File: config.mk
export PLATFORM = sky130hd
export DESIGN_NAME = roi_luma_mean_variance_unit
export DESIGN_NICKNAME = d
export VERILOG_FILES = /design/src/design/rlmv_pkg.sv /design/src/design/rlmv_div.sv /design/src/design/rlmv_dp.sv /design/src/design/rlmv_ctrl.sv /design/src/design/roi_luma_mean_variance_unit.sv
export SDC_FILE = /design/constraint.sdc
export NUM_CORES = 2
export LEC_CHECK = 0
export BUFFER_PORTS_ARGS = -buffer_cell sky130_fd_sc_hd__buf_2
export CAP_MARGIN = 10
export CORE_MARGIN = 2
export CORE_UTILIZATION = 43
export CTS_BUF_LIST = sky130_fd_sc_hd__clkbuf_8
export CTS_CLUSTER_DIAMETER = 200
export DETAILED_ROUTE_END_ITERATION = 10
export GPL_ROUTABILITY_DRIVEN = 0
export SLEW_MARGIN = 15
export SYNTH_ARGS = -nofsm -noshare
export SYNTH_HDL_FRONTEND = slang
export SYNTH_SLANG_ARGS = --single-unit
File: constraint.sdc
create_clock -name clk_i -period 9.8 [get_ports clk_i]
set_input_delay 0.49 -clock clk_i [delete_from_list [all_inputs] [get_ports clk_i]]
set_output_delay 0.49 -clock clk_i [all_outputs]
set_load 0.05 [all_outputs]
File: src/design/rlmv_pkg.sv
// Shared types and constants of the region-of-interest luma statistics unit.
// Holds field widths, register indexes, multiplier selects and the command and
// status structs between controller and datapath. Depends on nothing.
package rlmv_pkg;

  localparam int LUMA_W     = 8;
  localparam int PITCH_W    = 14;
  localparam int DIM_W      = 13;
  localparam int ROI_W      = 14;
  localparam int CFG_IDX_W  = 3;
  localparam int CFG_DATA_W = 14;

  localparam int MEAN_W = 16;
  localparam int VAR_W  = 22;
  localparam int CNT_W  = 25;
  localparam int TDATA_IN_W  = 8;
  localparam int TDATA_OUT_W = 64;

  // Signed width for region bounds and pixel positions.
  localparam int XW      = 17;
  localparam int N_W     = 2 * DIM_W;
  localparam int SUM_W   = 32;
  localparam int SQ_W    = 40;
  localparam int MUL_W   = 32;
  localparam int PROD_W  = 2 * MUL_W;
  localparam int HALF_SQ = SQ_W / 2;
  localparam int ALO_W   = N_W + HALF_SQ;
  localparam int A_W     = N_W + SQ_W;
  localparam int DEN_W   = 2 * N_W;
  localparam int FRAC_W  = 8;
  localparam int QB      = VAR_W;
  localparam int STEP_W  = 5;

  localparam logic [STEP_W-1:0] MEAN_STEPS = STEP_W'(MEAN_W);
  localparam logic [STEP_W-1:0] VAR_STEPS  = STEP_W'(VAR_W);
  localparam logic [MEAN_W-1:0] MEAN_MAX   = '1;
  localparam logic [VAR_W-1:0]  VAR_MAX    = '1;

  localparam logic [CFG_IDX_W-1:0] CFG_LINE_PITCH   = 3'd0;
  localparam logic [CFG_IDX_W-1:0] CFG_PLANE_WIDTH  = 3'd1;
  localparam logic [CFG_IDX_W-1:0] CFG_PLANE_HEIGHT = 3'd2;
  localparam logic [CFG_IDX_W-1:0] CFG_ROI_LEFT     = 3'd3;
  localparam logic [CFG_IDX_W-1:0] CFG_ROI_TOP      = 3'd4;
  localparam logic [CFG_IDX_W-1:0] CFG_ROI_WIDTH    = 3'd5;
  localparam logic [CFG_IDX_W-1:0] CFG_ROI_HEIGHT   = 3'd6;

  typedef enum logic [1:0] {
    MUL_SS,
    MUL_NN,
    MUL_LO,
    MUL_HI
  } mul_sel_e;

  typedef struct packed {
    logic     pix_en;
    logic     capture;
    logic     snap;
    mul_sel_e mul_sel;
    logic     store_b;
    logic     store_d;
    logic     store_alo;
    logic     sum_a;
    logic     diff;
    logic     div_start;
    logic     div_var;
    logic     mean_store;
    logic     mean_sat;
    logic     var_store;
    logic     var_sat;
    logic     out_load;
  } rlmv_cmd_t;

  typedef struct packed {
    logic nonempty;
    logic num_pos;
    logic mean_ovf;
    logic var_ovf;
    logic div_busy;
    logic div_done;
  } rlmv_status_t;

endpackage

File: src/design/rlmv_div.sv
// Restoring divider, one quotient bit per cycle, for the mean and variance.
// The caller supplies a partial remainder below the divisor and the dividend
// bits still to shift in. Depends on rlmv_pkg.
module rlmv_div import rlmv_pkg::*; (
  input  logic              clk_i,
  input  logic              rst_ni,
  input  logic              start_i,
  input  logic [DEN_W-1:0]  rem_i,
  input  logic [QB-1:0]     bits_i,
  input  logic [DEN_W-1:0]  den_i,
  input  logic [STEP_W-1:0] steps_i,
  output logic [QB-1:0]     quot_o,
  output logic              busy_o,
  output logic              done_o
);

  logic [DEN_W-1:0]  rem_q, rem_d;
  logic [QB-1:0]     bits_q;
  logic [DEN_W-1:0]  den_q;
  logic [QB-1:0]     quot_q;
  logic [STEP_W-1:0] cnt_q;
  logic              done_q;
  logic [DEN_W:0]    trial;
  logic [DEN_W:0]    trial_sub;
  logic              fits;

  assign trial     = {rem_q, bits_q[QB-1]};
  assign trial_sub = trial - {1'b0, den_q};
  assign fits      = trial >= {1'b0, den_q};
  assign rem_d     = fits ? trial_sub[DEN_W-1:0] : trial[DEN_W-1:0];

  always_ff @(posedge clk_i or negedge rst_ni) begin
    if (!rst_ni) begin
      cnt_q  <= '0;
      done_q <= 1'b0;
    end else if (start_i) begin
      cnt_q  <= steps_i;
      done_q <= 1'b0;
    end else begin
      done_q <= (cnt_q == STEP_W'(1));
      if (cnt_q != '0) begin
        cnt_q <= cnt_q - STEP_W'(1);
      end
    end
  end

  always_ff @(posedge clk_i) begin
    if (start_i) begin
      rem_q  <= rem_i;
      bits_q <= bits_i;
      den_q  <= den_i;
      quot_q <= '0;
    end else if (cnt_q != '0) begin
      rem_q  <= rem_d;
      bits_q <= {bits_q[QB-2:0], 1'b0};
      quot_q <= {quot_q[QB-2:0], fits};
    end
  end

  assign quot_o = quot_q;
  assign busy_o = cnt_q != '0;
  assign done_o = done_q;

endmodule

File: src/design/rlmv_dp.sv
// Datapath: configuration registers, pixel position counters, region test,
// running sums, shared multiplier, divider operands and result registers.
// Depends on rlmv_pkg and rlmv_div.
module rlmv_dp import rlmv_pkg::*; #(
  parameter int MAX_DIM = 4096
) (
  input  logic                   clk_i,
  input  logic                   rst_ni,
  input  logic                   cfg_valid_i,
  input  logic [CFG_IDX_W-1:0]   cfg_index_i,
  input  logic [CFG_DATA_W-1:0]  cfg_data_i,
  input  logic [LUMA_W-1:0]      luma_i,
  input  logic                   frame_end_i,
  input  rlmv_cmd_t              cmd_i,
  output rlmv_status_t           status_o,
  output logic [TDATA_OUT_W-1:0] m_data_o
);

  localparam int CW = $clog2(2 * MAX_DIM);
  localparam logic [CW-1:0] ROW_MAX   = CW'(2 * MAX_DIM - 1);
  localparam logic [31:0]   DIM_MAX   = 32'(MAX_DIM);
  localparam logic [31:0]   PITCH_MAX = 32'(2 * MAX_DIM);

  logic [PITCH_W-1:0] pitch_q;
  logic [DIM_W-1:0]   pw_q, ph_q;
  logic [ROI_W-1:0]   left_q, top_q, rw_q, rh_q;

  logic [CW-1:0]      col_q, row_q;
  logic [CW:0]        col_p1;
  logic               wrap;
  logic               cfg_ok;

  logic signed [XW-1:0] l_s, t_s, e_s, b_s, pw_s, ph_s;
  logic signed [XW-1:0] x0, x1, y0, y1, wd_s, ht_s, col_s, row_s;
  logic                 nonempty_c, hit;

  logic              acc_en_q;
  logic [LUMA_W-1:0] pix_q;
  logic [SUM_W-1:0]  sum_q, s_q;
  logic [SQ_W-1:0]   sqsum_q, sq_q;

  logic [DIM_W-1:0]  wd_q, ht_q;
  logic              nonempty_q;
  logic [N_W-1:0]    n_q;

  logic [MUL_W-1:0]  op_a, op_b;
  logic [PROD_W-1:0] prod_q;
  logic [PROD_W-1:0] b_q;
  logic [DEN_W-1:0]  d_q;
  logic [ALO_W-1:0]  alo_q;
  logic [A_W-1:0]    a_q, num_q;
  logic              num_pos_q;

  logic [DEN_W-1:0]  div_rem, div_den;
  logic [QB-1:0]     div_bits, quot;
  logic [STEP_W-1:0] div_steps;
  logic              div_busy, div_done;

  logic [MEAN_W-1:0] res_mean_q, out_mean_q;
  logic [VAR_W-1:0]  res_var_q, out_var_q;
  logic [CNT_W-1:0]  out_cnt_q;

  always_ff @(posedge clk_i or negedge rst_ni) begin
    if (!rst_ni) begin
      pitch_q <= '0;
      pw_q    <= '0;
      ph_q    <= '0;
      left_q  <= '0;
      top_q   <= '0;
      rw_q    <= '0;
      rh_q    <= '0;
    end else if (cfg_valid_i) begin
      unique case (cfg_index_i)
        CFG_LINE_PITCH:   pitch_q <= cfg_data_i;
        CFG_PLANE_WIDTH:  pw_q    <= cfg_data_i[DIM_W-1:0];
        CFG_PLANE_HEIGHT: ph_q    <= cfg_data_i[DIM_W-1:0];
        CFG_ROI_LEFT:     left_q  <= cfg_data_i;
        CFG_ROI_TOP:      top_q   <= cfg_data_i;
        CFG_ROI_WIDTH:    rw_q    <= cfg_data_i;
        CFG_ROI_HEIGHT:   rh_q    <= cfg_data_i;
        default: ;
      endcase
    end
  end

  assign cfg_ok = (pitch_q != '0) && (pw_q != '0) && (ph_q != '0) &&
                  (32'(pw_q) <= DIM_MAX) && (32'(ph_q) <= DIM_MAX) &&
                  (pitch_q >= PITCH_W'(pw_q)) && (32'(pitch_q) <= PITCH_MAX);

  assign l_s  = XW'(signed'(left_q));
  assign t_s  = XW'(signed'(top_q));
  assign e_s  = l_s + XW'(signed'(rw_q));
  assign b_s  = t_s + XW'(signed'(rh_q));
  assign pw_s = signed'(XW'(pw_q));
  assign ph_s = signed'(XW'(ph_q));
  assign x0   = (l_s > 0) ? l_s : '0;
  assign y0   = (t_s > 0) ? t_s : '0;
  assign x1   = (e_s < pw_s) ? e_s : pw_s;
  assign y1   = (b_s < ph_s) ? b_s : ph_s;
  assign wd_s = x1 - x0;
  assign ht_s = y1 - y0;
  assign nonempty_c = cfg_ok && (x1 > x0) && (y1 > y0);

  assign col_s = signed'(XW'(col_q));
  assign row_s = signed'(XW'(row_q));
  assign hit   = nonempty_c && (col_s >= x0) && (col_s < x1) &&
                 (row_s >= y0) && (row_s < y1);

  assign col_p1 = {1'b0, col_q} + (CW+1)'(1);
  assign wrap   = (32'(col_p1) >= 32'(pitch_q)) || (col_q >= ROW_MAX);

  always_ff @(posedge clk_i or negedge rst_ni) begin
    if (!rst_ni) begin
      col_q    <= '0;
      row_q    <= '0;
      acc_en_q <= 1'b0;
      sum_q    <= '0;
      sqsum_q  <= '0;
    end else begin
      acc_en_q <= cmd_i.pix_en && hit;
      if (cmd_i.pix_en) begin
        if (frame_end_i) begin
          col_q <= '0;
          row_q <= '0;
        end else if (wrap) begin
          col_q <= '0;
          if (row_q < ROW_MAX) begin
            row_q <= row_q + CW'(1);
          end
        end else begin
          col_q <= col_p1[CW-1:0];
        end
      end
      if (cmd_i.snap) begin
        sum_q   <= '0;
        sqsum_q <= '0;
      end else if (acc_en_q) begin
        sum_q   <= sum_q + SUM_W'(pix_q);
        sqsum_q <= sqsum_q + SQ_W'((2*LUMA_W)'(pix_q) * (2*LUMA_W)'(pix_q));
      end
    end
  end

  always_ff @(posedge clk_i) begin
    if (cmd_i.pix_en) begin
      pix_q <= luma_i;
    end
    if (cmd_i.capture) begin
      wd_q       <= wd_s[DIM_W-1:0];
      ht_q       <= ht_s[DIM_W-1:0];
      nonempty_q <= nonempty_c;
    end
    if (cmd_i.snap) begin
      s_q        <= sum_q;
      sq_q       <= sqsum_q;
      n_q        <= nonempty_q ? N_W'(wd_q) * N_W'(ht_q) : '0;
    end
  end

  always_comb begin
    unique case (cmd_i.mul_sel)
      MUL_SS: begin
        op_a = s_q;
        op_b = s_q;
      end
      MUL_NN: begin
        op_a = MUL_W'(n_q);
        op_b = MUL_W'(n_q);
      end
      MUL_LO: begin
        op_a = MUL_W'(n_q);
        op_b = MUL_W'(sq_q[HALF_SQ-1:0]);
      end
      MUL_HI: begin
        op_a = MUL_W'(n_q);
        op_b = MUL_W'(sq_q[SQ_W-1:HALF_SQ]);
      end
      default: begin
        op_a = '0;
        op_b = '0;
      end
    endcase
  end

  always_ff @(posedge clk_i) begin
    prod_q <= PROD_W'(op_a) * PROD_W'(op_b);
    if (cmd_i.store_b) begin
      b_q <= prod_q;
    end
    if (cmd_i.store_d) begin
      d_q <= prod_q[DEN_W-1:0];
    end
    if (cmd_i.store_alo) begin
      alo_q <= prod_q[ALO_W-1:0];
    end
    if (cmd_i.sum_a) begin
      a_q <= A_W'(alo_q) + {prod_q[ALO_W-1:0], {HALF_SQ{1'b0}}};
    end
    if (cmd_i.diff) begin
      num_q     <= a_q - A_W'(b_q);
      num_pos_q <= a_q > A_W'(b_q);
    end
    if (cmd_i.snap) begin
      res_mean_q <= '0;
    end else if (cmd_i.mean_store) begin
      res_mean_q <= quot[MEAN_W-1:0];
    end else if (cmd_i.mean_sat) begin
      res_mean_q <= MEAN_MAX;
    end
    if (cmd_i.snap) begin
      res_var_q <= '0;
    end else if (cmd_i.var_store) begin
      res_var_q <= quot;
    end else if (cmd_i.var_sat) begin
      res_var_q <= VAR_MAX;
    end
    if (cmd_i.out_load) begin
      out_mean_q <= res_mean_q;
      out_var_q  <= res_var_q;
      out_cnt_q  <= n_q[CNT_W-1:0];
    end
  end

  always_comb begin
    if (cmd_i.div_var) begin
      div_rem   = num_q[A_W-1:QB-FRAC_W];
      div_bits  = {num_q[QB-FRAC_W-1:0], {FRAC_W{1'b0}}};
      div_den   = d_q;
      div_steps = VAR_STEPS;
    end else begin
      div_rem   = DEN_W'(s_q[SUM_W-1:FRAC_W]);
      div_bits  = {s_q[FRAC_W-1:0], {(QB-FRAC_W){1'b0}}};
      div_den   = DEN_W'(n_q);
      div_steps = MEAN_STEPS;
    end
  end

  rlmv_div u_div (
    .clk_i   (clk_i),
    .rst_ni  (rst_ni),
    .start_i (cmd_i.div_start),
    .rem_i   (div_rem),
    .bits_i  (div_bits),
    .den_i   (div_den),
    .steps_i (div_steps),
    .quot_o  (quot),
    .busy_o  (div_busy),
    .done_o  (div_done)
  );

  assign status_o.nonempty = nonempty_q;
  assign status_o.num_pos  = num_pos_q;
  assign status_o.mean_ovf = DEN_W'(s_q[SUM_W-1:FRAC_W]) >= DEN_W'(n_q);
  assign status_o.var_ovf  = num_q[A_W-1:QB-FRAC_W] >= d_q;
  assign status_o.div_busy = div_busy;
  assign status_o.div_done = div_done;

  assign m_data_o = {1'b0, out_cnt_q, out_var_q, out_mean_q};

endmodule

File: src/design/rlmv_ctrl.sv
// Controller: sequences pixel intake, the end-of-frame multiplications and
// divisions, and the output handshake. Depends on rlmv_pkg.
module rlmv_ctrl import rlmv_pkg::*; (
  input  logic         clk_i,
  input  logic         rst_ni,
  input  logic         s_valid_i,
  input  logic         s_last_i,
  output logic         s_ready_o,
  input  logic         m_ready_i,
  output logic         m_valid_o,
  input  rlmv_status_t status_i,
  output rlmv_cmd_t    cmd_o
);

  localparam logic [3:0] S_ACC   = 4'd0;
  localparam logic [3:0] S_FLUSH = 4'd1;
  localparam logic [3:0] S_SNAP  = 4'd2;
  localparam logic [3:0] S_MSS   = 4'd3;
  localparam logic [3:0] S_MNN   = 4'd4;
  localparam logic [3:0] S_MLO   = 4'd5;
  localparam logic [3:0] S_MHI   = 4'd6;
  localparam logic [3:0] S_MSUM  = 4'd7;
  localparam logic [3:0] S_MNUM  = 4'd8;
  localparam logic [3:0] S_DMEAN = 4'd9;
  localparam logic [3:0] S_DMW   = 4'd10;
  localparam logic [3:0] S_DVAR  = 4'd11;
  localparam logic [3:0] S_DVW   = 4'd12;
  localparam logic [3:0] S_OUT   = 4'd13;

  logic [3:0] state_q, state_d;
  logic       out_valid_q, out_valid_d;

  always_comb begin
    state_d = state_q;
    cmd_o   = '0;
    cmd_o.mul_sel = MUL_SS;
    unique case (state_q)
      S_ACC: begin
        cmd_o.pix_en = s_valid_i;
        if (s_valid_i && s_last_i) begin
          state_d = S_FLUSH;
        end
      end
      S_FLUSH: begin
        cmd_o.capture = 1'b1;
        state_d = S_SNAP;
      end
      S_SNAP: begin
        cmd_o.snap = 1'b1;
        state_d = status_i.nonempty ? S_MSS : S_OUT;
      end
      S_MSS: begin
        state_d = S_MNN;
      end
      S_MNN: begin
        cmd_o.mul_sel = MUL_NN;
        cmd_o.store_b = 1'b1;
        state_d = S_MLO;
      end
      S_MLO: begin
        cmd_o.mul_sel = MUL_LO;
        cmd_o.store_d = 1'b1;
        state_d = S_MHI;
      end
      S_MHI: begin
        cmd_o.mul_sel   = MUL_HI;
        cmd_o.store_alo = 1'b1;
        state_d = S_MSUM;
      end
      S_MSUM: begin
        cmd_o.sum_a = 1'b1;
        state_d = S_MNUM;
      end
      S_MNUM: begin
        cmd_o.diff = 1'b1;
        state_d = S_DMEAN;
      end
      S_DMEAN: begin
        if (status_i.mean_ovf) begin
          cmd_o.mean_sat = 1'b1;
          state_d = S_DVAR;
        end else begin
          cmd_o.div_start = 1'b1;
          state_d = S_DMW;
        end
      end
      S_DMW: begin
        if (status_i.div_done) begin
          cmd_o.mean_store = 1'b1;
          state_d = S_DVAR;
        end
      end
      S_DVAR: begin
        cmd_o.div_var = 1'b1;
        priority if (!status_i.num_pos) begin
          state_d = S_OUT;
        end else if (status_i.var_ovf) begin
          cmd_o.var_sat = 1'b1;
          state_d = S_OUT;
        end else begin
          cmd_o.div_start = 1'b1;
          state_d = S_DVW;
        end
      end
      S_DVW: begin
        cmd_o.div_var = 1'b1;
        if (status_i.div_done) begin
          cmd_o.var_store = 1'b1;
          state_d = S_OUT;
        end
      end
      S_OUT: begin
        if (!out_valid_q || m_ready_i) begin
          cmd_o.out_load = 1'b1;
          state_d = S_ACC;
        end
      end
      default: begin
        state_d = S_ACC;
      end
    endcase
  end

  always_comb begin
    out_valid_d = out_valid_q;
    if (cmd_o.out_load) begin
      out_valid_d = 1'b1;
    end else if (m_ready_i) begin
      out_valid_d = 1'b0;
    end
  end

  always_ff @(posedge clk_i or negedge rst_ni) begin
    if (!rst_ni) begin
      state_q     <= S_ACC;
      out_valid_q <= 1'b0;
    end else begin
      state_q     <= state_d;
      out_valid_q <= out_valid_d;
    end
  end

  assign s_ready_o = state_q == S_ACC;
  assign m_valid_o = out_valid_q;

  a_no_overwrite: assert property (@(posedge clk_i) disable iff (!rst_ni)
    cmd_o.out_load |-> (!out_valid_q || m_ready_i))
    else $error("pending result overwritten");

  a_div_idle_start: assert property (@(posedge clk_i) disable iff (!rst_ni)
    cmd_o.div_start |-> !status_i.div_busy)
    else $error("divider started while busy");

  a_intake_div_idle: assert property (@(posedge clk_i) disable iff (!rst_ni)
    s_ready_o |-> !status_i.div_busy)
    else $error("pixel intake while divider runs");

  a_valid_from_out: assert property (@(posedge clk_i) disable iff (!rst_ni)
    $rose(m_valid_o) |-> ($past(state_q) == S_OUT))
    else $error("result raised outside output state");

endmodule

File: src/design/roi_luma_mean_variance_unit.sv
// Region-of-interest luma mean and variance unit, top level.
// Streaming input of luma samples, streaming output of per-frame statistics,
// and a register write channel. Depends on rlmv_pkg, rlmv_ctrl and rlmv_dp.
//
// Usage: write the seven registers (index 0 line pitch, 1 plane width,
// 2 plane height, 3 to 6 region left, top, width, height) on the cfg channel,
// which is always ready. Then stream one frame of 8-bit luma samples in raster
// order on the s_axis channel with tlast on the last sample of the frame.
// Samples are taken at one per clock outside end-of-frame processing. After
// the frame-end request the input stays stalled while one shared 32x32
// multiplier runs four products and a radix-2 divider produces the mean
// (16 steps) and the variance (22 steps); the result then enters the output
// register.
// The output channel carries one request per frame: mean (8.8), variance
// (14.8) and pixel count. A stalled receiver does not block the next frame;
// intake stops only if a second result is ready while the first still waits.
// Reset clears the configuration registers, the position counters and the
// sums; no clearing pass is needed.
module roi_luma_mean_variance_unit import rlmv_pkg::*; #(
  parameter int MAX_DIM = 4096
) (
  input  logic                   clk_i,
  input  logic                   rst_ni,
  input  logic                   cfg_valid_i,
  output logic                   cfg_ready_o,
  input  logic [CFG_IDX_W-1:0]   cfg_index_i,
  input  logic [CFG_DATA_W-1:0]  cfg_data_i,
  input  logic                   s_axis_tvalid_i,
  output logic                   s_axis_tready_o,
  // Bits 7:0 luma.
  input  logic [TDATA_IN_W-1:0]  s_axis_tdata_i,
  input  logic                   s_axis_tlast_i,
  output logic                   m_axis_tvalid_o,
  input  logic                   m_axis_tready_i,
  // Bits 15:0 mean_q8, 37:16 variance_q8, 62:38 pixel_count, 63 zero.
  output logic [TDATA_OUT_W-1:0] m_axis_tdata_o
);

  rlmv_cmd_t    cmd;
  rlmv_status_t status;

  assign cfg_ready_o = 1'b1;

  rlmv_ctrl u_ctrl (
    .clk_i     (clk_i),
    .rst_ni    (rst_ni),
    .s_valid_i (s_axis_tvalid_i),
    .s_last_i  (s_axis_tlast_i),
    .s_ready_o (s_axis_tready_o),
    .m_ready_i (m_axis_tready_i),
    .m_valid_o (m_axis_tvalid_o),
    .status_i  (status),
    .cmd_o     (cmd)
  );

  rlmv_dp #(
    .MAX_DIM (MAX_DIM)
  ) u_dp (
    .clk_i       (clk_i),
    .rst_ni      (rst_ni),
    .cfg_valid_i (cfg_valid_i),
    .cfg_index_i (cfg_index_i),
    .cfg_data_i  (cfg_data_i),
    .luma_i      (s_axis_tdata_i[LUMA_W-1:0]),
    .frame_end_i (s_axis_tlast_i),
    .cmd_i       (cmd),
    .status_o    (status),
    .m_data_o    (m_axis_tdata_o)
  );

endmodule

Word-level counts from Yosys, hierarchy flattened
Cells that the tools add are included.

Bitwise gates (word level): 0. Magnitude comparators: 21. $mul: 3. Eq/ne operators: 27. Div/mod/pow operators: 0. Reductions and logical operators: 42. Add/subtract/negate cells: 12. Shifts and indexed selects: 0. Multiplexer cells: 66.

Operators by type and width (count): 52-bit 2-to-1 mux (4); 32-bit one-hot mux with 4 select lines (1); 22-bit 2-to-1 mux (5); 40-bit 2-to-1 mux (2); 17-bit 2-to-1 mux (4); 46-bit by 66-bit adder with 66-bit output (1); 66-bit by 64-bit > comparator with 1-bit output (1); 66-bit by 64-bit subtractor with 66-bit output (1); 13-bit 2-to-1 mux (5); 32-bit by 32-bit multiplier with 64-bit output (1); 32-bit 2-to-1 mux (2); 32-bit one-hot mux with 2 select lines (1); 4-bit one-hot mux with 14 select lines (1); 53-bit by 52-bit >= comparator with 1-bit output (1); 52-bit >= comparator (1); 52-bit subtractor (1); 40-bit by 16-bit adder with 40-bit output (1); 14-bit by 17-bit >= comparator with 1-bit output (2); 17-bit > comparator (2); 14-bit by 17-bit less-than comparator with 1-bit output (2); 17-bit by 14-bit less-than comparator with 1-bit output (2); 32-bit by 8-bit adder with 32-bit output (1); 16-bit 2-to-1 mux (2); 14-bit by 14-bit adder with 15-bit output (2); other kinds (47) (125).

Memories: 0. Bits of input ports: 31. Bits in writable memories: 0. Word-level logic and storage cells: 211. Latch bits: 0. Bits in read-only memories: 0. Flip-flop bits (word level): 947.

Logic depth before layout (Yosys ltp)
Depth in word-level cells: 14. Mapped depth: 39. Gate-level depth less buffers: 34.

By module
From an unflattened synthesis, not the netlist that was laid out.

Cell total of the unflattened synthesis: 9265. Area total of the unflattened synthesis: 90708.2 sq um.

Modules (own cells, without submodules): rlmv_dp (area each 80591.0 sq um, instances 1, cells each 8219); rlmv_div (area each 9540.4 sq um, instances 1, cells each 966); rlmv_ctrl (area each 565.5 sq um, instances 1, cells each 78); roi_luma_mean_variance_unit (area each 11.3 sq um, instances 1, cells each 2).

Least setup slack after synthesis
Ideal clock, no wire load.

Kind: register to register. Start point: register u_ctrl.state_q[3]. End point: register u_dp.prod_q[60]. Period minus slack after synthesis: 9.406 ns. Setup time: 0.124 ns. Arrival: 9.282 ns. Required time: 9.676 ns. Cell stages (with the launch flop): 31. Path buffers: 3. Setup slack: 0.394 ns. Cells stage by stage: dfrtp_1 -> nand2b_1 -> a21oi_1 -> clkbuf_1 -> clkbuf_1 -> mux2i_1 -> nor2_1 -> fa_1 -> fa_1 -> inv_1 -> fa_1 -> fa_1 -> inv_1 -> fa_1 -> fa_1 -> fa_1 -> inv_1 -> fa_1 -> inv_1 -> ha_1 -> clkbuf_1 -> a21o_1 -> a21o_1 -> a21oi_1 -> o221ai_1 -> a2111o_1 -> a31o_1 -> a21o_1 -> a221o_1 -> a21oi_2 -> xnor2_1.

Cells in the longest elaborated chain, start to end: 6. Elaborated cells between the ends (all ways): 12. Those cells by class: mul (1); eq/ne (6); mux (3); reduce/logical (2).

RTL lines: start, declared (line rlmv_ctrl.sv:30) `logic [3:0] state_q, state_d;`; start signal, assigned (line rlmv_ctrl.sv:138) `state_q <= state_d;`; 4-bit by 3-bit == test with 1-bit output (line rlmv_ctrl.sv:37) `unique case (state_q)`; 2-bit one-hot mux with 3 select lines * (line rlmv_ctrl.sv:37); 2-bit by 1-bit == test with 1-bit output / 2-bit == test (equally long branches) (line rlmv_dp.sv:161) `unique case (cmd_i.mul_sel)`; 3-bit OR reduction (no line); 32-bit one-hot mux with 2 select lines (line rlmv_dp.sv:161); 32-bit by 32-bit multiplier with 64-bit output * (line rlmv_dp.sv:186) `prod_q <= PROD_W'(op_a) * PROD_W'(op_b);`; end signal, assigned (line rlmv_dp.sv:186); end, declared (line rlmv_dp.sv:47) `logic [PROD_W-1:0] prod_q;`.

Mark *: on every way between the ends. The rest lies on a longest branch, timed or not. A chain may end at the register's enable or synchronous reset.

Worst setup path in the final report
Start point: register u_ctrl.state_q[2]. End point: register u_dp.prod_q[60].

The elaborated chain is that of the path after synthesis.

==> reports/results.md <==
### Route
* 125 mm — detailed-routed wire length on met2
* 67600 — routed via count
* 8 — Pre-antenna DRT Iters
* 5.56 — via density per instance
* 282 mm — final wirelength
* 25.9 mm — sum of met3 wire segment lengths after detailed routing
* 23.2 µm — routed length per placed instance
* 0 — DRC
* 6409 — starting DRC count in detailed routing
* 115 mm — WL met1
* 0 — remaining antenna violation count
* met5 — uppermost metal layer occupied by signal nets

### Logic synthesis
* 89300 µm² — Mapped Area
* 91 — number of distinct library cell variants in the gate-level netlist after synthesis
* 29.0% — proportion of synthesized chip area in sequential cells
* 9148 — cells after synthesis
* 609 — number of enable flip-flop cells after synthesis
* 9.76 µm² — Synth Area per Inst
* 0 — Syn. warnings
* 21.9% — share of async-settable or async-resettable flops after synthesis
* 939 — number of flip-flops and latches in the synthesized netlist
* sky130_fd_sc_hd__edfxtp_1 — Main synth FF type

### Critical path
* 10.35 ns — CP Data Arrival Time
* 10.67 ns — required time worst endpoint
* sky130_fd_sc_hd__mux2i_2 — master of the slowest instance on the critical path
* 0.64 ns — maximum single-stage delay on the critical path
* flip-flop — Crit. End Element
* reg -> reg — CP Class
* 0.32 ns — reg-to-reg slack, setup
* 14 — critical path fanouts, max
* flip-flop — type of origin of the critical path
* sky130_fd_sc_hd__fa_1 — most frequent cell on the critical path

### Floorplanning
* 98 — number of I/O pins
* 167 — number of core rows
* 460 µm — die extent in y
* 43.2% — initial standard-cell utilization of the core
* 207000 µm² — Core ar.
* 211000 µm² — area of the die
* 460 µm — die width

### Timing
* 105 MHz — maximum clock frequency
* 0 — fin. max-slew vios
* 0.0870 ns — post-route clock skew
* 0.321 ns — Final Worst Setup Slack
* 1.22 ns — transition at the pin with the smallest max-transition slack
* 18.6% — worst rel slew slack
* 0 — Setup-failing EPs final
* 0 ns — total negative setup slack
* 96.7% — Final period util
* 0 — Final Hold Viols
* false — RSZ-0062 raised after global routing
* 9.48 ns — time the worst path needs with I/O delays and setup

### Placed design
* 0.239 ns — worst-case setup slack after placement
* 95 — port buffer count
* 223 mm — DP HPWL

### Global routing
* 427 mm — global-route wire length before repair
* 88 — maximum number of pins on one net before global-route repair
* 69400 — number of global-route vias before repair
* 26.7% — All-Layer GR Usage
* 0 — Congestion Overflow GR
* 14 — antenna violations before repair

### CTS
* 157 — TritonCTS Buffers
* built — TritonCTS clock tree
* 0 — post-CTS repair timing setup buffer count
* sky130_fd_sc_hd__clkbuf_8 — root buffer selected by CTS
* 939 — clock sinks
* 0.98 ns — later-pin clock latency in the skew report
* 0.06 ns — CTS clock-pin slew for the worst setup and hold paths
* 4 — H-tree levels
* 3 — CTS max path bufs

### Job
* 0 — Max Cap Viol

### Cells and area
* sky130_fd_sc_hd__inv_1 — most common cell after layout, fill and taps aside
* 9.47% — Synth-to-Final Area Change
* 11200 — Net count, final
* sky130_fd_sc_hd__inv_1 (1593), sky130_fd_sc_hd__fa_1 (1064), sky130_fd_sc_hd__nand2_1 (1016), sky130_fd_sc_hd__ha_1 (768), sky130_fd_sc_hd__nor2_1 (723) — commonest cells after routing, fill and taps aside
* 8.19% — share of cells above drive strength 1

### Status
* finished clean — run status

### Hold path
* in -> async — Hold Crit Class

## cells in the mapped netlist, drive strengths merged (29+ instances only)
cell type	number	share of area [%]
edfxtp	609	20
o21ai	349	2.0
nand3	105	0.59
dfrtp	206	5.8
nor4	29	0.20
a21oi	388	2.2
dfxtp	124	2.8
nor2	731	3.1
nor2b	64	0.45
a21o	191	1.6
ha	768	11
buf	36	0.19
o221a	38	0.48
mux2	79	1.0
and2	138	0.97
clkbuf	321	1.3
a31oi	48	0.36
nand2	1020	4.3
xnor2	209	2.0
nand4	88	0.62
and3	188	1.3
nand2b	88	0.62
mux2i	81	0.91
o21a	45	0.38
fa	1064	24
inv	1542	6.5
nor3	64	0.36
xor2	148	1.5
o21bai	45	0.38
## cell families (layout without fill, tap and decap cells)
| logic type | after synthesis | count (layout) | synth area share, % |
|---|---|---|---|
| flops | 939 | 939 | 29.0 |
| simple gates | 2595 | 2595 | 13.1 |
| buf+inv | 1901 | 2209 | 8.03 |
| compound gates | 1362 | 1362 | 9.81 |
| fa+ha+maj | 1832 | 1832 | 34.6 |
| other cells | 2 | 11 | 0.00841 |
| mux | 160 | 160 | 1.90 |
| xor+xnor | 357 | 357 | 3.50 |
## layout make-up
cell class                      instances  area (µm²)
Antenna cell                            5        12.5
Clock buffer                          184        2530
Clock inverter                        110         947
Fill cell                           19400      109000
Inverter                             1544        5800
Multi-Input combinational cell       6312       56500
Sequential cell                       939       25900
Tap cell                             2704        3380
Timing Repair Buffer                  371        2710
## layer usage
| layer | track usage (%) | up-vias |
|---|---|---|
| met5 | 0.299 | - |
| met4 | 12.9 | 4 |
| met3 | 6.30 | 754 |
| met2 | 41.6 | 3002 |
| met1 | 35.0 | 33600 |
| li1 | - | 30300 |
## worst paths after layout
path,depth (start not counted),end,startpoint
max in group asynchronous,3,u_dp.rh_q[4],rst_ni
min in group clk_i,4,u_ctrl.state_q[0],m_axis_tready_i
max,31,u_dp.prod_q[60],u_ctrl.state_q[2]
min reg2reg,0,u_dp.a_q[11],u_dp.alo_q[11]
max reg2reg,31,u_dp.prod_q[60],u_ctrl.state_q[2]
min,2,u_dp.sqsum_q[25],rst_ni
## worst max-delay path: cells and delay by family, from the launching register on
family,cells,cell delay (ns)
AO/OA/AOI/OAI,8,2.17
XOR/XNOR,1,0.12
adder cells (fa/ha/maj),9,4.49
buffers and inverters,7,0.99
flip-flops,1,0.34
multiplexers,1,0.64
AND/OR/NAND/NOR,5,0.62
## timing repair
item,CTS,global route
hold buffers,34,0
hold endpoints to repair,176,0
gates resized for setup,0,8
setup endpoints to repair,0,7
## per-stage QoR
step | utilization (%) | instances | hold slack [ns] | area, µm²
after floorplan | - | 9152 | 0.194 | 89300
after global placement | 45.4 | 11800 | 0.392 | 93900
after detailed placement | 45.4 | 11800 | 0.390 | 93900
after CTS | 47.2 | 12200 | 0.0479 | 97700
after global routing | 47.3 | 12200 | 0.142 | 97800
final | 47.3 | 12200 | 0.142 | 97800
## state kept, by name, indices dropped and copies added (netlist names), 16 cells and up
register / cells
u_dp.b_q: 64
u_dp.a_q: 66
u_dp.d_q: 52
u_dp.alo_q: 46
u_dp.u_div.quot_o: 22
u_dp.s_q: 32
u_dp.u_div.den_q: 52
u_dp.res_var_q: 22
u_dp.u_div.rem_q: 52
u_dp.out_cnt_q: 25
u_dp.out_mean_q: 16
u_dp.sum_q: 32
u_dp.res_mean_q: 16
u_dp.out_var_q: 22
u_dp.sq_q: 40
u_dp.prod_q: 64
u_dp.num_q: 66
u_dp.sqsum_q: 40
u_dp.n_q: 26
Power is not shown: default switching activity piles up to over one toggle a cycle in this logic, so the estimate is an artifact.
